## src/rtl/pcc_pkg.sv

```systemverilog
// Shared types, constants and microcode encodings for the clamped PID controller.
package pcc_pkg;

    // Fixed field widths
    localparam int DATA_W        = 32;
    localparam int ERR_W         = DATA_W + 1;
    localparam int ACC_W         = 48;
    localparam int TERM_W        = 62;
    localparam int CAP_SH        = 60;
    localparam int SUM_W         = 64;
    localparam int STATUS_W      = 2;
    localparam int CFG_IDX_W     = 3;
    localparam int FRAC_BITS_DEF = 16;

    // Multiplier operand magnitude, consumed one digit per step from the top
    localparam int MAG_W     = 64;
    localparam int DIG_W     = 16;
    localparam int DIGITS    = MAG_W / DIG_W;
    localparam int DIG_CNT_W = $clog2(DIGITS);

    localparam int PC_W = 5;

    // Register reset values
    localparam logic signed [DATA_W-1:0] SETPOINT_RST = 32'sd0;
    localparam logic signed [DATA_W-1:0] GAIN_P_RST   = 32'sd65536;
    localparam logic signed [DATA_W-1:0] GAIN_I_RST   = 32'sd32768;
    localparam logic signed [DATA_W-1:0] GAIN_D_RST   = 32'sd0;
    localparam logic signed [DATA_W-1:0] OUT_MAX_RST  = 32'sd65536;
    localparam logic signed [DATA_W-1:0] OUT_MIN_RST  = 32'sd0;

    // Clamp status codes
    localparam logic [STATUS_W-1:0] ST_WITHIN = 2'd0;
    localparam logic [STATUS_W-1:0] ST_HIGH   = 2'd1;
    localparam logic [STATUS_W-1:0] ST_LOW    = 2'd2;

    typedef enum logic [CFG_IDX_W-1:0] {
        CFG_SETPOINT = 3'd0,
        CFG_GAIN_P   = 3'd1,
        CFG_GAIN_I   = 3'd2,
        CFG_GAIN_D   = 3'd3,
        CFG_OUT_MAX  = 3'd4,
        CFG_OUT_MIN  = 3'd5
    } cfg_idx_t;

    typedef enum logic [3:0] {
        OP_TAKE,
        OP_MUL_LOAD,
        OP_MUL_STEP,
        OP_MUL_DONE,
        OP_DIV_LOAD,
        OP_DIV_STEP,
        OP_INTEG,
        OP_SUM,
        OP_OUT,
        OP_NOP
    } op_t;

    // Which product a multiply step works on (sources on load, destination on done)
    typedef enum logic [1:0] {
        PR_P,
        PR_M1,
        PR_INC,
        PR_D
    } prod_t;

    typedef enum logic [2:0] {
        COND_NEVER,
        COND_ALWAYS,
        COND_NO_INPUT,
        COND_MUL_MORE,
        COND_DIV_MORE,
        COND_OUT_BUSY
    } cond_t;

    typedef struct packed {
        op_t               op;
        prod_t             prod;
        cond_t             cond;
        logic [PC_W-1:0]   target;
    } uword_t;

    typedef struct packed {
        op_t   op;
        prod_t prod;
    } ctrl_t;

    typedef struct packed {
        logic in_valid;
        logic mul_last;
        logic div_last;
        logic out_busy;
    } stat_t;

endpackage

```

## src/rtl/pcc_mul.sv

```systemverilog
// Digit-serial sign-magnitude multiplier with floor shift and term saturation.
module pcc_mul #(
    parameter int FRAC_BITS = pcc_pkg::FRAC_BITS_DEF
) (
    input  logic                             clk,
    input  logic                             rst_n,
    input  logic                             load,
    input  logic                             step,
    input  logic [pcc_pkg::MAG_W-1:0]        a_mag,
    input  logic                             neg,
    input  logic [pcc_pkg::DATA_W-1:0]       b_mag,
    output logic                             last,
    output logic signed [pcc_pkg::TERM_W-1:0] result
);
    import pcc_pkg::*;

    localparam int PROD_W = MAG_W + DATA_W;
    localparam int PP_W   = DIG_W + DATA_W;
    localparam logic [PROD_W-1:0] CAP = PROD_W'(1) << CAP_SH;

    logic [MAG_W-1:0]       a_reg, a_next;
    logic [DATA_W-1:0]      b_reg, b_next;
    logic                   neg_reg, neg_next;
    logic [PROD_W-1:0]      prod_reg, prod_next;
    logic [DIG_CNT_W-1:0]   cnt_reg, cnt_next;
    logic [PP_W-1:0]        pp;
    logic [PROD_W-1:0]      quo;
    logic [PROD_W-1:0]      mag_full;
    logic [CAP_SH:0]        mag_sat;
    logic [TERM_W-1:0]      term_mag;

    always_comb
    begin
        a_next    = a_reg;
        b_next    = b_reg;
        neg_next  = neg_reg;
        prod_next = prod_reg;
        cnt_next  = cnt_reg;
        pp        = PP_W'(a_reg[MAG_W-1 -: DIG_W]) * PP_W'(b_reg);
        if (load)
        begin
            a_next    = a_mag;
            b_next    = b_mag;
            neg_next  = neg;
            prod_next = '0;
            cnt_next  = '0;
        end
        else if (step)
        begin
            prod_next = (prod_reg << DIG_W) + PROD_W'(pp);
            a_next    = a_reg << DIG_W;
            cnt_next  = cnt_reg + 1'b1;
        end
    end

    always_ff @(posedge clk or negedge rst_n)
    begin
        if (!rst_n)
        begin
            cnt_reg <= '0;
        end
        else
        begin
            cnt_reg <= cnt_next;
        end
    end

    always_ff @(posedge clk)
    begin
        a_reg    <= a_next;
        b_reg    <= b_next;
        neg_reg  <= neg_next;
        prod_reg <= prod_next;
    end

    assign last = (cnt_reg == DIG_CNT_W'(DIGITS - 1));

    // Round the magnitude up when negative so the signed result is a floor
    always_comb
    begin
        quo      = prod_reg >> FRAC_BITS;
        mag_full = quo + PROD_W'(neg_reg & (|prod_reg[FRAC_BITS-1:0]));
        mag_sat  = (mag_full > CAP) ? CAP[CAP_SH:0] : mag_full[CAP_SH:0];
        term_mag = TERM_W'(mag_sat);
        result   = signed'(neg_reg ? (TERM_W'(0) - term_mag) : term_mag);
    end

endmodule

```

## src/rtl/pcc_div.sv

```systemverilog
// Restoring divider, two quotient bits per step, for the derivative slope.
module pcc_div #(
    parameter int FRAC_BITS = pcc_pkg::FRAC_BITS_DEF
) (
    input  logic                                  clk,
    input  logic                                  rst_n,
    input  logic                                  load,
    input  logic                                  step,
    input  logic [pcc_pkg::ERR_W+FRAC_BITS-1:0]   num,
    input  logic [pcc_pkg::DATA_W-1:0]            dvs,
    output logic                                  last,
    output logic [pcc_pkg::MAG_W-1:0]             quot
);
    import pcc_pkg::*;

    localparam int NUM_W     = ERR_W + FRAC_BITS;
    localparam int DIV_ITERS = (NUM_W + 1) / 2;
    localparam int DIV_W     = 2 * DIV_ITERS;
    localparam int CNT_W     = $clog2(DIV_ITERS);

    logic [DIV_W-1:0]  work_reg, work_next;
    logic [DATA_W-1:0] rem_reg, rem_next;
    logic [DATA_W-1:0] dvs_reg, dvs_next;
    logic [CNT_W-1:0]  cnt_reg, cnt_next;
    logic [DATA_W:0]   trial;
    logic [DATA_W-1:0] r;
    logic [DIV_W-1:0]  w;

    always_comb
    begin
        work_next = work_reg;
        rem_next  = rem_reg;
        dvs_next  = dvs_reg;
        cnt_next  = cnt_reg;
        r         = rem_reg;
        w         = work_reg;
        trial     = '0;
        if (load)
        begin
            work_next = DIV_W'(num);
            rem_next  = '0;
            dvs_next  = dvs;
            cnt_next  = '0;
        end
        else if (step)
        begin
            // shift the dividend out the top, the quotient in at the bottom
            for (int k = 0; k < 2; k++)
            begin
                trial = {r, w[DIV_W-1]};
                w     = {w[DIV_W-2:0], 1'b0};
                if (trial >= {1'b0, dvs_reg})
                begin
                    r    = DATA_W'(trial - {1'b0, dvs_reg});
                    w[0] = 1'b1;
                end
                else
                begin
                    r = trial[DATA_W-1:0];
                end
            end
            work_next = w;
            rem_next  = r;
            cnt_next  = cnt_reg + 1'b1;
        end
    end

    always_ff @(posedge clk or negedge rst_n)
    begin
        if (!rst_n)
        begin
            cnt_reg <= '0;
        end
        else
        begin
            cnt_reg <= cnt_next;
        end
    end

    always_ff @(posedge clk)
    begin
        work_reg <= work_next;
        rem_reg  <= rem_next;
        dvs_reg  <= dvs_next;
    end

    assign last = (cnt_reg == CNT_W'(DIV_ITERS - 1));
    assign quot = MAG_W'(work_reg);

endmodule

```

## src/rtl/pcc_seq.sv

```systemverilog
// Microcode sequencer: step counter, control store and conditional jumps.
module pcc_seq (
    input  logic            clk,
    input  logic            rst_n,
    input  pcc_pkg::stat_t  stat,
    output pcc_pkg::ctrl_t  ctrl
);
    import pcc_pkg::*;

    // Addresses that are jump targets
    localparam logic [PC_W-1:0] PC_TAKE   = 5'd0;
    localparam logic [PC_W-1:0] PC_STEP_P = 5'd2;
    localparam logic [PC_W-1:0] PC_STEP_I = 5'd5;
    localparam logic [PC_W-1:0] PC_STEP_N = 5'd8;
    localparam logic [PC_W-1:0] PC_DIV    = 5'd11;
    localparam logic [PC_W-1:0] PC_STEP_D = 5'd13;
    localparam logic [PC_W-1:0] PC_OUT    = 5'd17;

    logic [PC_W-1:0] pc_reg, pc_next;
    uword_t          word;
    logic            taken;

    function automatic uword_t mk(op_t op, prod_t prod, cond_t cond, logic [PC_W-1:0] tgt);
        uword_t u;
        u.op     = op;
        u.prod   = prod;
        u.cond   = cond;
        u.target = tgt;
        return u;
    endfunction

    function automatic uword_t rom(logic [PC_W-1:0] pc);
        uword_t u;
        unique case (pc)
            5'd0:    u = mk(OP_TAKE,     PR_P,   COND_NO_INPUT, PC_TAKE);
            5'd1:    u = mk(OP_MUL_LOAD, PR_P,   COND_NEVER,    PC_TAKE);
            5'd2:    u = mk(OP_MUL_STEP, PR_P,   COND_MUL_MORE, PC_STEP_P);
            5'd3:    u = mk(OP_MUL_DONE, PR_P,   COND_NEVER,    PC_TAKE);
            5'd4:    u = mk(OP_MUL_LOAD, PR_M1,  COND_NEVER,    PC_TAKE);
            5'd5:    u = mk(OP_MUL_STEP, PR_M1,  COND_MUL_MORE, PC_STEP_I);
            5'd6:    u = mk(OP_MUL_DONE, PR_M1,  COND_NEVER,    PC_TAKE);
            5'd7:    u = mk(OP_MUL_LOAD, PR_INC, COND_NEVER,    PC_TAKE);
            5'd8:    u = mk(OP_MUL_STEP, PR_INC, COND_MUL_MORE, PC_STEP_N);
            5'd9:    u = mk(OP_MUL_DONE, PR_INC, COND_NEVER,    PC_TAKE);
            5'd10:   u = mk(OP_DIV_LOAD, PR_D,   COND_NEVER,    PC_TAKE);
            5'd11:   u = mk(OP_DIV_STEP, PR_D,   COND_DIV_MORE, PC_DIV);
            5'd12:   u = mk(OP_MUL_LOAD, PR_D,   COND_NEVER,    PC_TAKE);
            5'd13:   u = mk(OP_MUL_STEP, PR_D,   COND_MUL_MORE, PC_STEP_D);
            5'd14:   u = mk(OP_MUL_DONE, PR_D,   COND_NEVER,    PC_TAKE);
            5'd15:   u = mk(OP_INTEG,    PR_P,   COND_NEVER,    PC_TAKE);
            5'd16:   u = mk(OP_SUM,      PR_P,   COND_NEVER,    PC_TAKE);
            5'd17:   u = mk(OP_OUT,      PR_P,   COND_OUT_BUSY, PC_OUT);
            default: u = mk(OP_NOP,      PR_P,   COND_ALWAYS,   PC_TAKE);
        endcase
        return u;
    endfunction

    always_comb
    begin
        word      = rom(pc_reg);
        ctrl.op   = word.op;
        ctrl.prod = word.prod;
    end

    always_comb
    begin
        unique case (word.cond)
            COND_NEVER:    taken = 1'b0;
            COND_ALWAYS:   taken = 1'b1;
            COND_NO_INPUT: taken = !stat.in_valid;
            COND_MUL_MORE: taken = !stat.mul_last;
            COND_DIV_MORE: taken = !stat.div_last;
            COND_OUT_BUSY: taken = stat.out_busy;
            default:       taken = 1'b0;
        endcase
        pc_next = taken ? word.target : pc_reg + 1'b1;
    end

    always_ff @(posedge clk or negedge rst_n)
    begin
        if (!rst_n)
        begin
            pc_reg <= PC_TAKE;
        end
        else
        begin
            pc_reg <= pc_next;
        end
    end

endmodule

```

## src/rtl/pid_controller_clamped.sv

```systemverilog
// Top level of the clamped PID controller: registers, datapath and stream ports.
//
// Clamped PID controller in signed fixed point (FRAC_BITS fraction bits, Q16.16 by
// default). Each input item carries a process value and a time step; the block forms
// error = setpoint - process_value and returns one item per input: the sum of the
// proportional term, the saturating 48-bit integral and the derivative term (slope
// of the error over the time step, truncated toward zero; a zero step counts as the
// smallest step), clamped first to out_max and then to out_min, with a status of
// 0 within limits, 1 clamped high, 2 clamped low. Products are floor-shifted by
// FRAC_BITS. A short microprogram drives one 16x32 multiplier digit by digit and a
// radix-4 restoring divider; four products and the divider loop dominate the time
// from acceptance of an item to the next ready. The next item is accepted while a
// finished result still waits in the output register. Configuration writes land
// immediately and must come only while the block is idle; writing the setpoint also
// clears the integral and the stored previous error. Register indexes 6 and 7 are
// ignored.
module pid_controller_clamped #(
    parameter int FRAC_BITS = pcc_pkg::FRAC_BITS_DEF
) (
    input  logic                               clk,
    input  logic                               rst_n,
    // input item stream
    input  logic                               s_axis_tvalid,
    output logic                               s_axis_tready,
    input  logic [2*pcc_pkg::DATA_W-1:0]       s_axis_tdata,  // process_value, time_step
    // result item stream
    output logic                               m_axis_tvalid,
    input  logic                               m_axis_tready,
    output logic [pcc_pkg::DATA_W-1:0]         m_axis_tdata,  // control_value
    output logic [pcc_pkg::STATUS_W-1:0]       m_axis_tuser,  // clamp_status
    // configuration write port
    input  logic                               cfg_we,
    input  logic [pcc_pkg::CFG_IDX_W-1:0]      cfg_index,
    input  logic [pcc_pkg::DATA_W-1:0]         cfg_data
);
    import pcc_pkg::*;

    localparam int NUM_W = ERR_W + FRAC_BITS;
    localparam int DIFF_W = ERR_W + 1;
    localparam logic signed [ACC_W-1:0] ACC_MAX = {1'b0, {(ACC_W-1){1'b1}}};
    localparam logic signed [ACC_W-1:0] ACC_MIN = {1'b1, {(ACC_W-1){1'b0}}};

    // Configuration registers
    logic signed [DATA_W-1:0] setpoint_reg, setpoint_next;
    logic signed [DATA_W-1:0] gain_p_reg, gain_p_next;
    logic signed [DATA_W-1:0] gain_i_reg, gain_i_next;
    logic signed [DATA_W-1:0] gain_d_reg, gain_d_next;
    logic signed [DATA_W-1:0] out_max_reg, out_max_next;
    logic signed [DATA_W-1:0] out_min_reg, out_min_next;

    // Controller state
    logic signed [ACC_W-1:0]  integ_reg, integ_next;
    logic signed [ERR_W-1:0]  prev_err_reg, prev_err_next;

    // Working registers of one item
    logic signed [ERR_W-1:0]  err_reg, err_next;
    logic [DATA_W-1:0]        dt_reg, dt_next;
    logic signed [TERM_W-1:0] p_reg, p_next;
    logic signed [TERM_W-1:0] m1_reg, m1_next;
    logic signed [TERM_W-1:0] inc_reg, inc_next;
    logic signed [TERM_W-1:0] d_reg, d_next;
    logic                     diff_neg_reg, diff_neg_next;
    logic signed [SUM_W-1:0]  sum_reg, sum_next;

    // Output register
    logic                     out_valid_reg, out_valid_next;
    logic [DATA_W-1:0]        out_data_reg, out_data_next;
    logic [STATUS_W-1:0]      out_status_reg, out_status_next;

    ctrl_t ctrl;
    stat_t stat;

    // Multiplier and divider hookup
    logic                     mul_load, mul_step, mul_last, mul_neg;
    logic [MAG_W-1:0]         mul_a;
    logic [DATA_W-1:0]        mul_b;
    logic                     mul_an, mul_bn;
    logic signed [TERM_W-1:0] mul_result;
    logic                     div_load, div_step, div_last;
    logic [MAG_W-1:0]         div_quot;
    logic [NUM_W-1:0]         div_num;
    logic [DATA_W-1:0]        div_dvs;

    // Operand magnitudes
    logic [ERR_W-1:0]         err_mag;
    logic [TERM_W-1:0]        m1_mag;
    logic signed [DIFF_W-1:0] diff;
    logic [DIFF_W-1:0]        diff_mag;
    logic signed [TERM_W:0]   acc_sum;
    logic signed [SUM_W-1:0]  max_ext, min_ext, clamp_hi;
    logic [STATUS_W-1:0]      st_hi;
    logic                     out_busy;

    function automatic logic [DATA_W-1:0] gain_mag(logic signed [DATA_W-1:0] g);
        return g[DATA_W-1] ? (DATA_W'(0) - DATA_W'(g)) : DATA_W'(g);
    endfunction

    pcc_seq u_seq (
        .clk   (clk),
        .rst_n (rst_n),
        .stat  (stat),
        .ctrl  (ctrl)
    );

    pcc_mul #(
        .FRAC_BITS (FRAC_BITS)
    ) u_mul (
        .clk    (clk),
        .rst_n  (rst_n),
        .load   (mul_load),
        .step   (mul_step),
        .a_mag  (mul_a),
        .neg    (mul_neg),
        .b_mag  (mul_b),
        .last   (mul_last),
        .result (mul_result)
    );

    pcc_div #(
        .FRAC_BITS (FRAC_BITS)
    ) u_div (
        .clk   (clk),
        .rst_n (rst_n),
        .load  (div_load),
        .step  (div_step),
        .num   (div_num),
        .dvs   (div_dvs),
        .last  (div_last),
        .quot  (div_quot)
    );

    assign s_axis_tready = (ctrl.op == OP_TAKE);
    assign out_busy      = out_valid_reg && !m_axis_tready;

    always_comb
    begin
        stat.in_valid = s_axis_tvalid;
        stat.mul_last = mul_last;
        stat.div_last = div_last;
        stat.out_busy = out_busy;
    end

    assign mul_load = (ctrl.op == OP_MUL_LOAD);
    assign mul_step = (ctrl.op == OP_MUL_STEP);
    assign div_load = (ctrl.op == OP_DIV_LOAD);
    assign div_step = (ctrl.op == OP_DIV_STEP);

    // Magnitudes and signs feeding the multiplier and divider
    always_comb
    begin
        err_mag  = err_reg[ERR_W-1] ? ERR_W'(-err_reg) : ERR_W'(err_reg);
        m1_mag   = m1_reg[TERM_W-1] ? TERM_W'(-m1_reg) : TERM_W'(m1_reg);
        diff     = DIFF_W'(err_reg) - DIFF_W'(prev_err_reg);
        diff_mag = diff[DIFF_W-1] ? DIFF_W'(-diff) : DIFF_W'(diff);
        // error difference magnitude stays below 2^33, so the top bit of diff_mag is always clear
        div_num  = NUM_W'(diff_mag[ERR_W-1:0]) << FRAC_BITS;
        div_dvs  = (dt_reg == '0) ? DATA_W'(1) : dt_reg;

        case (ctrl.prod)
            PR_P:
            begin
                mul_a  = MAG_W'(err_mag);
                mul_an = err_reg[ERR_W-1];
                mul_b  = gain_mag(gain_p_reg);
                mul_bn = gain_p_reg[DATA_W-1];
            end
            PR_M1:
            begin
                mul_a  = MAG_W'(err_mag);
                mul_an = err_reg[ERR_W-1];
                mul_b  = gain_mag(gain_i_reg);
                mul_bn = gain_i_reg[DATA_W-1];
            end
            PR_INC:
            begin
                mul_a  = MAG_W'(m1_mag);
                mul_an = m1_reg[TERM_W-1];
                mul_b  = dt_reg;
                mul_bn = 1'b0;
            end
            default:
            begin
                mul_a  = div_quot;
                mul_an = diff_neg_reg;
                mul_b  = gain_mag(gain_d_reg);
                mul_bn = gain_d_reg[DATA_W-1];
            end
        endcase
        mul_neg = mul_an ^ mul_bn;
    end

    // Integral saturation and output clamp
    always_comb
    begin
        acc_sum  = (TERM_W+1)'(integ_reg) + (TERM_W+1)'(inc_reg);
        max_ext  = SUM_W'(out_max_reg);
        min_ext  = SUM_W'(out_min_reg);
        if (sum_reg > max_ext)
        begin
            clamp_hi = max_ext;
            st_hi    = ST_HIGH;
        end
        else
        begin
            clamp_hi = sum_reg;
            st_hi    = ST_WITHIN;
        end
    end

    // Datapath next values: one microcode operation per cycle
    always_comb
    begin
        setpoint_next   = setpoint_reg;
        gain_p_next     = gain_p_reg;
        gain_i_next     = gain_i_reg;
        gain_d_next     = gain_d_reg;
        out_max_next    = out_max_reg;
        out_min_next    = out_min_reg;
        integ_next      = integ_reg;
        prev_err_next   = prev_err_reg;
        err_next        = err_reg;
        dt_next         = dt_reg;
        p_next          = p_reg;
        m1_next         = m1_reg;
        inc_next        = inc_reg;
        d_next          = d_reg;
        diff_neg_next   = diff_neg_reg;
        sum_next        = sum_reg;
        out_data_next   = out_data_reg;
        out_status_next = out_status_reg;
        // drop the held result once the sink takes it
        out_valid_next  = out_valid_reg && !m_axis_tready;

        unique case (ctrl.op)
            OP_TAKE:
            begin
                if (s_axis_tvalid)
                begin
                    err_next = ERR_W'(setpoint_reg)
                             - ERR_W'(signed'(s_axis_tdata[DATA_W-1:0]));
                    dt_next  = s_axis_tdata[2*DATA_W-1:DATA_W];
                end
            end
            OP_MUL_DONE:
            begin
                case (ctrl.prod)
                    PR_P:    p_next   = mul_result;
                    PR_M1:   m1_next  = mul_result;
                    PR_INC:  inc_next = mul_result;
                    default: d_next   = mul_result;
                endcase
            end
            OP_DIV_LOAD:
            begin
                diff_neg_next = diff[DIFF_W-1];
            end
            OP_INTEG:
            begin
                if (acc_sum > (TERM_W+1)'(ACC_MAX))
                begin
                    integ_next = ACC_MAX;
                end
                else if (acc_sum < (TERM_W+1)'(ACC_MIN))
                begin
                    integ_next = ACC_MIN;
                end
                else
                begin
                    integ_next = acc_sum[ACC_W-1:0];
                end
                prev_err_next = err_reg;
            end
            OP_SUM:
            begin
                sum_next = SUM_W'(p_reg) + SUM_W'(integ_reg) + SUM_W'(d_reg);
            end
            OP_OUT:
            begin
                // hold until the output register is free, then load the result
                if (!out_busy)
                begin
                    out_valid_next = 1'b1;
                    if (clamp_hi < min_ext)
                    begin
                        out_data_next   = min_ext[DATA_W-1:0];
                        out_status_next = ST_LOW;
                    end
                    else
                    begin
                        out_data_next   = clamp_hi[DATA_W-1:0];
                        out_status_next = st_hi;
                    end
                end
            end
            OP_MUL_LOAD, OP_MUL_STEP, OP_DIV_STEP, OP_NOP:
            begin
            end
            default:
            begin
            end
        endcase

        if (cfg_we)
        begin
            unique case (cfg_index)
                CFG_SETPOINT:
                begin
                    setpoint_next = signed'(cfg_data);
                    integ_next    = '0;
                    prev_err_next = '0;
                end
                CFG_GAIN_P:  gain_p_next  = signed'(cfg_data);
                CFG_GAIN_I:  gain_i_next  = signed'(cfg_data);
                CFG_GAIN_D:  gain_d_next  = signed'(cfg_data);
                CFG_OUT_MAX: out_max_next = signed'(cfg_data);
                CFG_OUT_MIN: out_min_next = signed'(cfg_data);
                default:
                begin
                end
            endcase
        end
    end

    always_ff @(posedge clk or negedge rst_n)
    begin
        if (!rst_n)
        begin
            setpoint_reg  <= SETPOINT_RST;
            gain_p_reg    <= GAIN_P_RST;
            gain_i_reg    <= GAIN_I_RST;
            gain_d_reg    <= GAIN_D_RST;
            out_max_reg   <= OUT_MAX_RST;
            out_min_reg   <= OUT_MIN_RST;
            integ_reg     <= '0;
            prev_err_reg  <= '0;
            out_valid_reg <= 1'b0;
        end
        else
        begin
            setpoint_reg  <= setpoint_next;
            gain_p_reg    <= gain_p_next;
            gain_i_reg    <= gain_i_next;
            gain_d_reg    <= gain_d_next;
            out_max_reg   <= out_max_next;
            out_min_reg   <= out_min_next;
            integ_reg     <= integ_next;
            prev_err_reg  <= prev_err_next;
            out_valid_reg <= out_valid_next;
        end
    end

    always_ff @(posedge clk)
    begin
        err_reg        <= err_next;
        dt_reg         <= dt_next;
        p_reg          <= p_next;
        m1_reg         <= m1_next;
        inc_reg        <= inc_next;
        d_reg          <= d_next;
        diff_neg_reg   <= diff_neg_next;
        sum_reg        <= sum_next;
        out_data_reg   <= out_data_next;
        out_status_reg <= out_status_next;
    end

    assign m_axis_tvalid = out_valid_reg;
    assign m_axis_tdata  = out_data_reg;
    assign m_axis_tuser  = out_status_reg;

endmodule

```

## config.mk

```make
export PLATFORM = sky130hd
export DESIGN_NAME = pid_controller_clamped
export DESIGN_NICKNAME = d
export VERILOG_FILES = /design/src/rtl/pcc_pkg.sv /design/src/rtl/pcc_mul.sv /design/src/rtl/pcc_div.sv /design/src/rtl/pcc_seq.sv /design/src/rtl/pid_controller_clamped.sv
export SDC_FILE = /design/constraint.sdc
export NUM_CORES = 2
export LEC_CHECK = 0
export BUFFER_PORTS_ARGS = -buffer_cell sky130_fd_sc_hd__buf_4
export CORE_UTILIZATION = 70
export CTS_BUF_LIST = sky130_fd_sc_hd__clkbuf_4 sky130_fd_sc_hd__clkbuf_8 sky130_fd_sc_hd__clkbuf_16
export CTS_CLUSTER_DIAMETER = 120
export DETAILED_ROUTE_END_ITERATION = 8
export PLACE_DENSITY = 0.95
export SLEW_MARGIN = 10
export SYNTH_ARGS = -nofsm -noshare
export SYNTH_HDL_FRONTEND = slang
export SYNTH_HIERARCHICAL = 1
export SYNTH_SLANG_ARGS = --single-unit
export TNS_END_PERCENT = 1
```

## constraint.sdc

```tcl
create_clock -name clk -period 19.8 [get_ports clk]
set_clock_uncertainty 0.1 [all_clocks]
set_input_delay 5.94 -clock clk [delete_from_list [all_inputs] [get_ports clk]]
set_output_delay 5.94 -clock clk [all_outputs]
set_load 0.03 [all_outputs]
```

==> results.sh <==
export IMPL_cts_htree_levels=3
export IMPL_min_delay_path_depth=2
export IMPL_synth_top_area_share_pct=20.8
export IMPL_cts_buffer_depth=3
export IMPL_core_area_um2=120000
export IMPL_ctsHoldBuffers=0
export IMPL_dp_hpwl_um=198000
export IMPL_synthTopCellsByArea="edfxtp_1, fa_1, dfrtp_1"
export IMPL_cts_setup_buffers=0
export IMPL_path_class="reg -> reg"
export IMPL_hold_class="reg -> reg"
export IMPL_grt_first_pass_wirelength_um=428000
export IMPL_area_delta_synth_final_pct=6.67
export IMPL_worstMarginPinSlew_ps=1340
export IMPL_syn_inst=8939
export IMPL_synthFlopType="edfxtp_1"
export IMPL_die_w_um=351
export IMPL_grt_overflow_total=0
export IMPL_r2r_start="u_mul/neg_reg"
export IMPL_num_vias=73785
export IMPL_drt_wl_total_um=280000
export IMPL_max_freq_ghz=0.107
export IMPL_yosysTopAreaCell="edfxtp_1"
export IMPL_critPathSlowestCell="and4_1"
export IMPL_r2r_cells=24
export IMPL_relSlewSlack_pct=10.2
export IMPL_worst_setup_path_end_kind="register"
export IMPL_finalMaxSlewViolations=0
export IMPL_min_period_ps=9370
export IMPL_firstDrtPassIters=9
export IMPL_crit_path_start_kind="register"
export IMPL_tns_ps=0
export IMPL_cts_clk_slew_worst_paths_ps=70
export IMPL_yosys_warnings=6
export IMPL_synth_edff_count=590
export IMPL_arrival_ps=9850
export IMPL_slowest_delay_ps=750
export IMPL_drive_gt1_share_pct=9.41
export IMPL_antenna_left=0
export IMPL_r2r_slack_ps=10430
export IMPL_rr_endpoint="p_reg[54]"
export IMPL_boundaryPins=140
export IMPL_clkLatencyLatePin_ps=780
export IMPL_initial_core_util_pct=70.8
export IMPL_cp_common_cell="ha_1"
export IMPL_finalHoldViolations=0
export IMPL_cts_tree="yes"
export IMPL_grt_max_degree=96
export IMPL_cts_buffers=105
export IMPL_cp_required_ps=20280
export IMPL_ctsResizeCount=0
export IMPL_cp_cell_sequence="buf_4 > inv_1 > a41oi_1 > ha_1 > ha_1 > and3_1 > and4_1 > nand2_1 > or3_1 > nand4_1 > or4_1 > nor4_1 > a21o_4 > and2_1 > nand2_1 > ha_1 > o31ai_1 > nor4bb_1 > or4b_2 > or4_1 > o32ai_1 > o211ai_1 > a211o_1 > nand3_1"
export IMPL_nFillCells=7461
export IMPL_rsz0062_at_grt="false"
export IMPL_num_nets_final=9976
export IMPL_period_share_pct=47.3
export IMPL_grt_pass1_vias=74397
export IMPL_outcome="completed"
export IMPL_routedWlPerCell_um=26.6
export IMPL_netlist_area_um2=85100
export IMPL_routed_via_density=7.01
export IMPL_syn_avg_cell_area_um2=9.53
export IMPL_gp_congestion=1.00
export IMPL_drc=0
export IMPL_rows=127
export IMPL_max_cap_viol_count=0
export IMPL_synth_seq_area_share_pct=32.2
export IMPL_io_buffers=139
export IMPL_hold_path_startpoint="setpoint_reg[13]"
export IMPL_die_y_um=351
export IMPL_ys_ff_latch=1005
export IMPL_drt_iter0_drc=10047
export IMPL_critPathLaunch="u_mul/neg_reg"
export IMPL_cts_sinks=1005
export IMPL_synthArstFlopShare_pct=28.5
export IMPL_antenna_found_initial=28
export IMPL_track_usage_pct=45.5
export IMPL_min_to="setpoint_reg[13]"
export IMPL_largest_reg_flops=96
export IMPL_synth_distinct_cells=119
export IMPL_path_max_fanout=63
export IMPL_cts_root_buf="clkbuf_16"
export IMPL_dieArea_um2=123000
export IMPL_setup_violations=0
[synth_stat cells, types with 283 or more instances]
cell,instances
edfxtp_1,590
o21ai_0,469
inv_1,835
fa_1,518
nor2_1,447
xnor2_1,389
nand2_1,964
a21oi_1,420
ha_1,535
dfrtp_1,283
and2_1,306
clkbuf_1,368
[logic make-up after synthesis]
group,count (synthesis),synth area share (%)
DFF,1005,32.2
and+or+nand+nor,2751,16.2
adders and majority gates,1053,20.0
xor gates and xnor gates,592,6.09
other,2,0.00882
muxes,392,5.45
AOI/OAI and AO/OA,1841,14.0
buffers and inverters,1303,5.97
[cell type report]
class                   count  area, um^2  share of cell area, %
well taps                1612        2020                   2.22
flip-flops and latches   1005       27500                   30.2
multi-input cells        6659       52900                   58.2
clock inverters            72         838                  0.923
repair buffers            212        1640                   1.81
clock buffers             125        2830                   3.12
diodes                     11        27.5                 0.0303
inverters                 836        3140                   3.46
[worst max-delay path: cells and delay by family (launching register included)]
family / cells / cell delay [ps]
DFF: 1 / 330
buffers and inverters: 2 / 1120
adders and majority gates: 3 / 1060
AOI/OAI and AO/OA: 6 / 1760
and+or+nand+nor: 13 / 4770
[routing by layer]
metal / global-route usage (%) / part of all wire, % / vias to the layer above
met5: 0.0392 / 0.082 / -
met4: 34.5 / 9.1 / 30
met3: 14.2 / 13 / 1918
met2: 70.4 / 45 / 5851
met1: 53.1 / 33 / 34982
li1: - / - / 31004
[placed cells by master, fill, tap and decap left out, types with 96 or more instances in the layout]
| cell type | instances |
|---|---|
| and2_1 | 304 |
| xor2_1 | 203 |
| inv_1 | 834 |
| nand2_1 | 963 |
| ha_1 | 535 |
| edfxtp_1 | 590 |
| a21oi_1 | 420 |
| buf_4 | 208 |
| nor3_1 | 141 |
| clkbuf_16 | 106 |
| a21o_1 | 237 |
| xnor2_1 | 389 |
| nand3_1 | 151 |
| mux2_2 | 259 |
| mux2i_1 | 99 |
| fa_1 | 518 |
| nand2b_1 | 96 |
| nand4_1 | 168 |
| dfxtp_1 | 129 |
| o21ai_0 | 469 |
| dfrtp_1 | 283 |
| nor2_1 | 437 |
[how the worst max path moves through the flow]
stage	slack, ps	to	cells after the start
floorplan	11020	err_reg[31]	14
global placement	10390	err_reg[31]	15
detailed placement	10400	err_reg[31]	15
CTS	10660	s_axis_tready	7
global route	10030	p_reg[54]	24
finish	10430	p_reg[54]	24
[through the flow]
| step | setup WS [ps] | instances | hold WS (ps) | util [%] | instance area [um^2] |
|---|---|---|---|---|---|
| floorplan | 11020 | 8967 | 350 | - | 85300 |
| global placement | 10390 | 10323 | 365 | 72.4 | 87100 |
| detailed placement | 10400 | 10323 | 372 | 72.4 | 87100 |
| CTS | 10660 | 10520 | 388 | 75.5 | 90800 |
| global route | 10030 | 10522 | 408 | 75.5 | 90800 |
| finish | 10430 | 10532 | 394 | 75.5 | 90800 |
Power is left out: the tool's default activity adds up to more than one toggle a clock period on the data nets, which glitch-free logic cannot reach.
